## config.mk

```make
export PLATFORM = sky130hd
export DESIGN_NAME = multichannel_servo_pulse_sequencer
export DESIGN_NICKNAME = d
export VERILOG_FILES = /design/src/design/svps_pkg.sv /design/src/design/svps_width_store.sv /design/src/design/svps_seq_core.sv /design/src/design/multichannel_servo_pulse_sequencer.sv
export SDC_FILE = /design/constraint.sdc
export NUM_CORES = 1
export LEC_CHECK = 0
export BUFFER_PORTS_ARGS = -buffer_cell sky130_fd_sc_hd__buf_2
export CAP_MARGIN = 20
export CORE_MARGIN = 2
export CORE_UTILIZATION = 34
export DETAILED_ROUTE_END_ITERATION = 7
export GPL_TIMING_DRIVEN = 1
export SLEW_MARGIN = 20
export SYNTH_ARGS = -nofsm -noshare
export SYNTH_HDL_FRONTEND = slang
export SYNTH_SLANG_ARGS = --single-unit
```

## constraint.sdc

```tcl
create_clock -name i_clk -period 3.1 [get_ports i_clk]
set_input_delay 0.62 -clock i_clk [delete_from_list [all_inputs] [get_ports i_clk]]
set_output_delay 0.62 -clock i_clk [all_outputs]
set_load 0.05 [all_outputs]
```

## src/design/svps_pkg.sv

```systemverilog
// Shared constants and types for the servo pulse sequencer.
`timescale 1ns / 1ps
`default_nettype none
package svps_pkg;

    localparam int NUM_CHANNELS = 8;
    localparam int CH_W         = 3;   // channel number field width
    localparam int CH_IDX_W     = (NUM_CHANNELS > 1) ? $clog2(NUM_CHANNELS) : 1;
    localparam int WIDTH_W      = 8;   // pulse width / slot length / tick counter
    localparam int LINES_W      = 8;

    localparam logic [WIDTH_W-1:0] SLOT_RESET  = 8'd155;
    localparam logic [LINES_W-1:0] LINES_RESET = 8'h01;

    // input kind carried in tuser
    localparam logic FUNC_TICK  = 1'b0;
    localparam logic FUNC_WRITE = 1'b1;

    typedef struct packed {
        logic               en;
        logic [CH_W-1:0]    ch;
        logic [WIDTH_W-1:0] value;
    } t_wr_req;

    typedef struct packed {
        logic            advance;   // slot moves to the next channel
        logic [CH_W-1:0] slot;      // current channel
    } t_slot_ctl;

    // next channel with wrap
    function automatic logic [CH_W-1:0] next_ch(input logic [CH_W-1:0] ch);
        logic [CH_W:0] inc;
        inc = {1'b0, ch} + {{CH_W{1'b0}}, 1'b1};
        if (inc >= (CH_W+1)'(NUM_CHANNELS)) begin
            next_ch = '0;
        end else begin
            next_ch = inc[CH_W-1:0];
        end
    endfunction

endpackage
`default_nettype wire

```

## src/design/svps_width_store.sv

```systemverilog
// Channel width table with shadow copies for the current and next channel.
`timescale 1ns / 1ps
`default_nettype none
module svps_width_store (
    input  wire logic                          i_clk,
    input  wire logic                          i_rst_n,
    input  wire svps_pkg::t_wr_req             i_wr,
    input  wire svps_pkg::t_slot_ctl           i_ctl,
    output logic [svps_pkg::WIDTH_W-1:0]       o_w_cur,
    output logic [svps_pkg::WIDTH_W-1:0]       o_w_next
);
    import svps_pkg::*;

    logic [WIDTH_W-1:0] r_table [NUM_CHANNELS];
    logic [WIDTH_W-1:0] r_w_cur, r_w_next;
    logic [CH_W-1:0]    slot_n1, slot_n2;
    logic               wr_ok;

    assign slot_n1 = next_ch(i_ctl.slot);
    assign slot_n2 = next_ch(slot_n1);
    assign wr_ok   = i_wr.en && ({1'b0, i_wr.ch} < (CH_W+1)'(NUM_CHANNELS));

    always_ff @(posedge i_clk) begin
        if (!i_rst_n) begin
            for (int i = 0; i < NUM_CHANNELS; i++) begin
                r_table[i] <= SLOT_RESET;
            end
        end else if (wr_ok) begin
            r_table[i_wr.ch[CH_IDX_W-1:0]] <= i_wr.value;
        end
    end

    // shadows: writes and slot advances never share a cycle
    always_ff @(posedge i_clk) begin
        if (!i_rst_n) begin
            r_w_cur  <= SLOT_RESET;
            r_w_next <= SLOT_RESET;
        end else if (i_ctl.advance) begin
            r_w_cur  <= r_w_next;
            r_w_next <= r_table[slot_n2[CH_IDX_W-1:0]];
        end else if (wr_ok) begin
            if (i_wr.ch == i_ctl.slot) r_w_cur  <= i_wr.value;
            if (i_wr.ch == slot_n1)    r_w_next <= i_wr.value;
        end
    end

    assign o_w_cur  = r_w_cur;
    assign o_w_next = r_w_next;

endmodule
`default_nettype wire

```

## src/design/svps_seq_core.sv

```systemverilog
// Tick counter, phase control and servo line levels.
`timescale 1ns / 1ps
`default_nettype none
module svps_seq_core (
    input  wire logic                          i_clk,
    input  wire logic                          i_rst_n,
    input  wire logic                          i_tick,
    input  wire logic [svps_pkg::WIDTH_W-1:0]  i_slot_length,
    input  wire logic [svps_pkg::WIDTH_W-1:0]  i_w_cur,
    input  wire logic [svps_pkg::WIDTH_W-1:0]  i_w_next,
    output svps_pkg::t_slot_ctl                o_ctl,
    output logic [svps_pkg::LINES_W-1:0]       o_n_lines,
    output logic [svps_pkg::CH_W-1:0]          o_n_slot,
    output logic                               o_n_low
);
    import svps_pkg::*;

    logic [WIDTH_W-1:0] r_tick_cnt, n_tick_cnt;
    logic [WIDTH_W-1:0] r_compare,  n_compare;
    logic [CH_W-1:0]    r_slot,     n_slot;
    logic               r_low,      n_low;
    logic [LINES_W-1:0] r_lines,    n_lines;
    logic [CH_W-1:0]    slot_n1;
    logic               advance;

    assign slot_n1 = next_ch(r_slot);

    always_comb begin
        n_tick_cnt = r_tick_cnt;
        n_compare  = r_compare;
        n_slot     = r_slot;
        n_low      = r_low;
        n_lines    = r_lines;
        advance    = 1'b0;
        if (i_tick) begin
            if (r_tick_cnt == r_compare) begin
                n_tick_cnt = '0;
                if (!r_low && (i_w_cur != i_slot_length)) begin
                    // high phase ends: drop line, run low remainder
                    n_compare = (i_w_cur < i_slot_length) ? (i_slot_length - i_w_cur) : '0;
                    n_low     = 1'b1;
                    n_lines   = r_lines ^ (LINES_W'(1) << r_slot);
                end else begin
                    // low phase done or idle channel: move on
                    advance   = 1'b1;
                    n_low     = 1'b0;
                    n_slot    = slot_n1;
                    n_compare = i_w_next;
                    if (i_w_next != i_slot_length) begin
                        n_lines = r_lines ^ (LINES_W'(1) << slot_n1);
                    end
                end
            end else begin
                n_tick_cnt = r_tick_cnt + WIDTH_W'(1);
            end
        end
    end

    always_ff @(posedge i_clk) begin
        if (!i_rst_n) begin
            r_tick_cnt <= '0;
            r_compare  <= SLOT_RESET;
            r_slot     <= '0;
            r_low      <= 1'b0;
            r_lines    <= LINES_RESET;
        end else begin
            r_tick_cnt <= n_tick_cnt;
            r_compare  <= n_compare;
            r_slot     <= n_slot;
            r_low      <= n_low;
            r_lines    <= n_lines;
        end
    end

    assign o_ctl.advance = advance;
    assign o_ctl.slot    = r_slot;
    assign o_n_lines     = n_lines;
    assign o_n_slot      = n_slot;
    assign o_n_low       = n_low;

endmodule
`default_nettype wire

```

## src/design/multichannel_servo_pulse_sequencer.sv

```systemverilog
// Top level of the multichannel servo pulse sequencer.
//
// Usage:
//  - Slave stream: each transfer is one item. tuser[0] selects the kind:
//    0 = one prescaled timer tick, 1 = write a channel width (clamped to the
//    slot length). tdata carries channel_sel and pulse_width.
//  - Master stream: exactly one result per item, giving the servo line levels,
//    the running channel and the low-phase flag after that item.
//  - Config: slot_length is written on any cycle with i_cfg_wr_en high;
//    change it only while no items are in flight.
//  - Path: each item is taken into the input register, then a single-pass
//    update writes its result into the result register.
//  - Throughput: one item per cycle while the master stream accepts results;
//    the width shadows and the single-pass state update let every item follow
//    the previous one directly.
//  - Stall: the result register holds while o_m_tvalid && !i_m_tready;
//    an empty input register takes one more item, then o_s_tready drops.
//  - Reset (synchronous, active low): all widths and slot length 155, channel
//    0 in its slot with its line high, counter zero, both registers empty.
`timescale 1ns / 1ps
`default_nettype none
module multichannel_servo_pulse_sequencer (
    input  wire logic        i_clk,
    input  wire logic        i_rst_n,
    // slave stream
    input  wire logic        i_s_tvalid,
    output logic             o_s_tready,
    input  wire logic [15:0] i_s_tdata,   // [2:0] channel_sel, [10:3] pulse_width, rest 0
    input  wire logic [0:0]  i_s_tuser,   // [0] func
    // master stream
    output logic             o_m_tvalid,
    input  wire logic        i_m_tready,
    output logic [15:0]      o_m_tdata,   // [7:0] servo_lines, [10:8] current_channel,
                                          // [11] in_low_phase, rest 0
    // config
    input  wire logic        i_cfg_wr_en,
    input  wire logic [7:0]  i_cfg_wr_data
);
    import svps_pkg::*;

    // slot length register
    logic [WIDTH_W-1:0] r_slot_length;

    // input register
    logic               r_in_valid;
    logic               r_in_func;
    logic [CH_W-1:0]    r_in_sel;
    logic [WIDTH_W-1:0] r_in_pw;

    // result register
    logic               r_out_valid;
    logic [15:0]        r_out_data;

    logic               advance;
    t_wr_req            wr;
    t_slot_ctl          ctl;
    logic [WIDTH_W-1:0] w_cur, w_next;
    logic [LINES_W-1:0] n_lines;
    logic [CH_W-1:0]    n_slot;
    logic               n_low;

    // item leaves the input register when the result register is free
    assign advance    = r_in_valid && (!r_out_valid || i_m_tready);
    assign o_s_tready = !r_in_valid || advance;

    always_ff @(posedge i_clk) begin
        if (!i_rst_n) begin
            r_slot_length <= SLOT_RESET;
        end else if (i_cfg_wr_en) begin
            r_slot_length <= i_cfg_wr_data;
        end
    end

    always_ff @(posedge i_clk) begin
        if (!i_rst_n) begin
            r_in_valid <= 1'b0;
        end else if (o_s_tready) begin
            r_in_valid <= i_s_tvalid;
        end
    end

    always_ff @(posedge i_clk) begin
        if (o_s_tready && i_s_tvalid) begin
            r_in_func <= i_s_tuser[0];
            r_in_sel  <= i_s_tdata[CH_W-1:0];
            r_in_pw   <= i_s_tdata[CH_W+WIDTH_W-1:CH_W];
        end
    end

    // width write request, clamped to the slot length
    assign wr.en    = advance && (r_in_func == FUNC_WRITE);
    assign wr.ch    = r_in_sel;
    assign wr.value = (r_in_pw > r_slot_length) ? r_slot_length : r_in_pw;

    svps_width_store u_width_store (
        .i_clk    (i_clk),
        .i_rst_n  (i_rst_n),
        .i_wr     (wr),
        .i_ctl    (ctl),
        .o_w_cur  (w_cur),
        .o_w_next (w_next)
    );

    svps_seq_core u_seq_core (
        .i_clk         (i_clk),
        .i_rst_n       (i_rst_n),
        .i_tick        (advance && (r_in_func == FUNC_TICK)),
        .i_slot_length (r_slot_length),
        .i_w_cur       (w_cur),
        .i_w_next      (w_next),
        .o_ctl         (ctl),
        .o_n_lines     (n_lines),
        .o_n_slot      (n_slot),
        .o_n_low       (n_low)
    );

    always_ff @(posedge i_clk) begin
        if (!i_rst_n) begin
            r_out_valid <= 1'b0;
        end else if (advance) begin
            r_out_valid <= 1'b1;
        end else if (i_m_tready) begin
            r_out_valid <= 1'b0;
        end
    end

    always_ff @(posedge i_clk) begin
        if (advance) begin
            r_out_data <= {4'b0000, n_low, n_slot, n_lines};
        end
    end

    assign o_m_tvalid = r_out_valid;
    assign o_m_tdata  = r_out_data;

endmodule
`default_nettype wire
```

==> impl_metrics.ini <==
[cts]
cts_max_level = 4
clkSinkCount = 142
insertion_delay_ps = 430
numCtsBuffers = 17
holdBufCountCts = 0
postCtsSetupBuffers = 0
cts_buffer_depth = 2
cts.clk_slew.worst_paths_ps = 60
cts-root-buf = clkbuf_16
cts_tree = yes
postCtsResizedCells = 0

[floorplanning]
initial_utilization_pct = 34.36
die_area_sq_um = 22220
die_w_um = 149.1
die_y_um = 149.1
coreArea_sq_um = 20820
io_pins = 48
row_count = 53

[flow_run]
max_cap_viol_count = 0

[layout]
diodes = 0
final_cells = 986
layout.nets = 755
final_layout_size_suffix_gt1_share_pct = 17.30
syn_to_final_growth_pct = 15.56
postLayoutCellArea_sq_um = 8268

[route]
first_pass_iters = 5
drc = 0
routed_wl_um = 16150
viasPerCell = 5.002
vias = 4932
drt-wirelength-per-cell_um = 16.38
antenna_left = 0
first_iter_violations = 394

[synthesis]
synthesis.area_sq_um = 7154
ys_ff_latch = 142
synth_edf_count = 88
syn_inst = 650
ys_types = 60
ys_warn_count = 0
yosysTopAreaCell = edfxtp_1
synth.avg_cell_area_sq_um = 11.01
synth_top_area_share_pct = 36.94
async_reset_ff_share_pct = 0
synth_area_leaders = edfxtp_1, dfxtp_1, nand2_1, mux4_2, ha_1
synthFlopType = edfxtp_1
ys_seq_area_share_pct = 52.05

[grt]
grt_pass1_vias = 4806
grt_pass1_wl_um = 25790
antenna_found_initial = 0
grt_usage_pct = 15.19
gr-total-overflow = 0
grt_max_degree = 48

[power]
clkPwrFrac_pct = 45.0
p_int_mw = 3.399
powerDensity_nw_per_um2 = 543.5
p_leak_nw = 3.052
seqPwrFrac_pct = 46.4
peakVddDrop_uv = 346.7
p_switching_mw = 1.095
comb_power_share_pct = 8.6
swShare_pct = 24.37

[placement]
place_hpwl_um = 11600
place_inst = 953
post_dp_cell_area_sq_um = 7664
dp_slack_ps = 454.4
io_buffers = 38
place_congestion = 0.8474

[timing]
min_period_ps = 2587
drv_slew = 0
tns_ps = 0
slew-limit-headroom_pct = 57.85
max_freq_ghz = 0.3866
finalSetupViolCount = 0
fin_skew_ps = 13.44
hold_viol_final = 0
finalCritPeriodShare_pct = 83.45
fin_ws_ps = 513.1
worst_slew_pin_slew_ps = 631.0
rsz0062_at_grt = false

[run_status]
status = completed

[setup_path]
critical_path_buf_inv_count = 2
cp.arrival_ps = 2870
crit_type = register to register
crit_family = multiplexers
r2r_setup_slack_ps = 510
crit_top_cell = ha_1
crit_required_ps = 3380
max_stage_delay_ps = 530
crit_path_cell_trace = inv_1, ha_1, nand2_1, ha_1, buf_12, mux4_2, mux2i_1, mux2_2, a22oi_1
slowest_stage = mux4_2
path_max_fanout = 16
startpoint_type = register
end_kind = register

[hold_path]
hold_class = input port to register
## routing by layer
layer	GRT usage (%)	part of all wire, %	vias up
li1	-	-	2407
met1	20.78	47	2389
met2	24.45	48	121
met3	2.722	4.1	15
met4	5.048	1.2	0
met5	0	0	-
## worst register-to-register path, delay by kind of cell, from the launching register on
family	cells	cell delay, ps
flops	1	450
simple gates	1	70
buf+inv	2	300
fa+ha+maj	2	610
mux	3	970
compound gates	1	60
## power groups by stage
stage	clock network, mW	registers, mW	logic (mW)
floorplan	0	2.13	0.248
detailed placement	0	2.12	0.386
CTS	2.06	2.08	0.388
finish	2.02	2.08	0.388
global placement	0	2.12	0.382
global route	2.12	2.09	0.425
## state kept, by name (all words and copies together), names as in the netlist, 8 cells and up
signal	cells
u_width_store.r_table	64
r_slot_length	8
u_seq_core.r_lines	8
u_seq_core.r_compare	8
u_seq_core.r_tick_cnt	8
r_in_pw	8
o_m_tdata	12
u_width_store.o_w_cur	8
u_width_store.o_w_next	8
## worst paths after layout
| check | end | depth (start not counted) | start |
|---|---|---|---|
| worst max register to register | u_width_store.o_w_next[0] | 9 | u_seq_core.r_slot[1] |
| worst min register to register | u_seq_core.r_lines[6] | 2 | u_seq_core.r_lines[6] |
| worst min-delay path | r_in_pw[5] | 1 | i_s_tdata[8] |
| worst max-delay path | u_width_store.o_w_next[0] | 9 | u_seq_core.r_slot[1] |
## layout make-up
class / count / area [sq um]
clock buffer: 20 / 489.2
clock inverter: 12 / 107.6
fill: 2038 / 12550
inverter: 25 / 93.84
multi-input combinational: 454 / 3157
sequential: 142 / 3724
tap: 275 / 344.1
timing repair buffer: 58 / 352.8
## stage by stage
stage | total power [mW] | hold WS [ps] | utilization, %
after global placement | 2.505 | 466.1 | 36.80
after global routing | 4.635 | 353.5 | 39.71
final | 4.494 | 362.8 | 39.71
after floorplan | 2.375 | 458.4 | -
after detailed placement | 2.510 | 480.3 | 36.80
after CTS | 4.529 | 351.2 | 39.67
## cells in the final DEF (no fill, tap or decap), types with 5 or more instances in the layout
cell	netlist	routed
nand2_1	105	105
edfxtp_1	88	88
nor2_1	67	67
dfxtp_1	54	54
buf_2	8	38
mux2i_1	31	31
ha_1	26	26
inv_1	24	24
xnor2_1	23	23
xor2_1	20	20
nand3_1	19	19
clkbuf_16	0	19
buf_4	7	19
mux4_2	16	16
nand2b_1	14	14
o21ai_0	13	13
a21oi_1	13	13
nand4_1	10	10
o211ai_1	9	9
nor3_1	9	9
a211oi_1	8	8
nor2b_1	6	6
o2bb2ai_1	6	6
nor4_1	5	5
and2_1	5	5
## synth_stat cells, types with 3 or more instances
library cell,n
dfxtp_1,54
o21ai_0,13
nor2b_1,6
nand2b_1,14
mux2_2,4
o211ai_1,9
nand3_1,19
buf_4,7
ha_1,26
a21oi_1,13
a211oi_1,8
clkbuf_1,11
mux4_2,16
buf_2,8
xnor2_1,23
nand2_1,105
xor2_1,20
nor2_1,67
buf_6,4
edfxtp_1,88
or4_1,4
and2_1,5
nor3_1,9
inv_1,24
o2bb2ai_1,6
nand4_1,10
o2111ai_1,3
nor4_1,5
and3_1,3
a22oi_1,4
mux2i_1,31
## kinds of logic (layout without fill, tap and decap cells)
group	Yosys count	in the layout	synth area share [%]
simple gates	259	259	16.84
mux	52	52	10.21
fa+ha+maj	27	27	4.827
other cells	1	4	0.05242
xor+xnor	43	43	5.264
compound gates	69	69	6.768
flops	142	142	52.05
buf+inv	57	115	3.987
No activity file was read; power rests on OpenSTA's default activity.
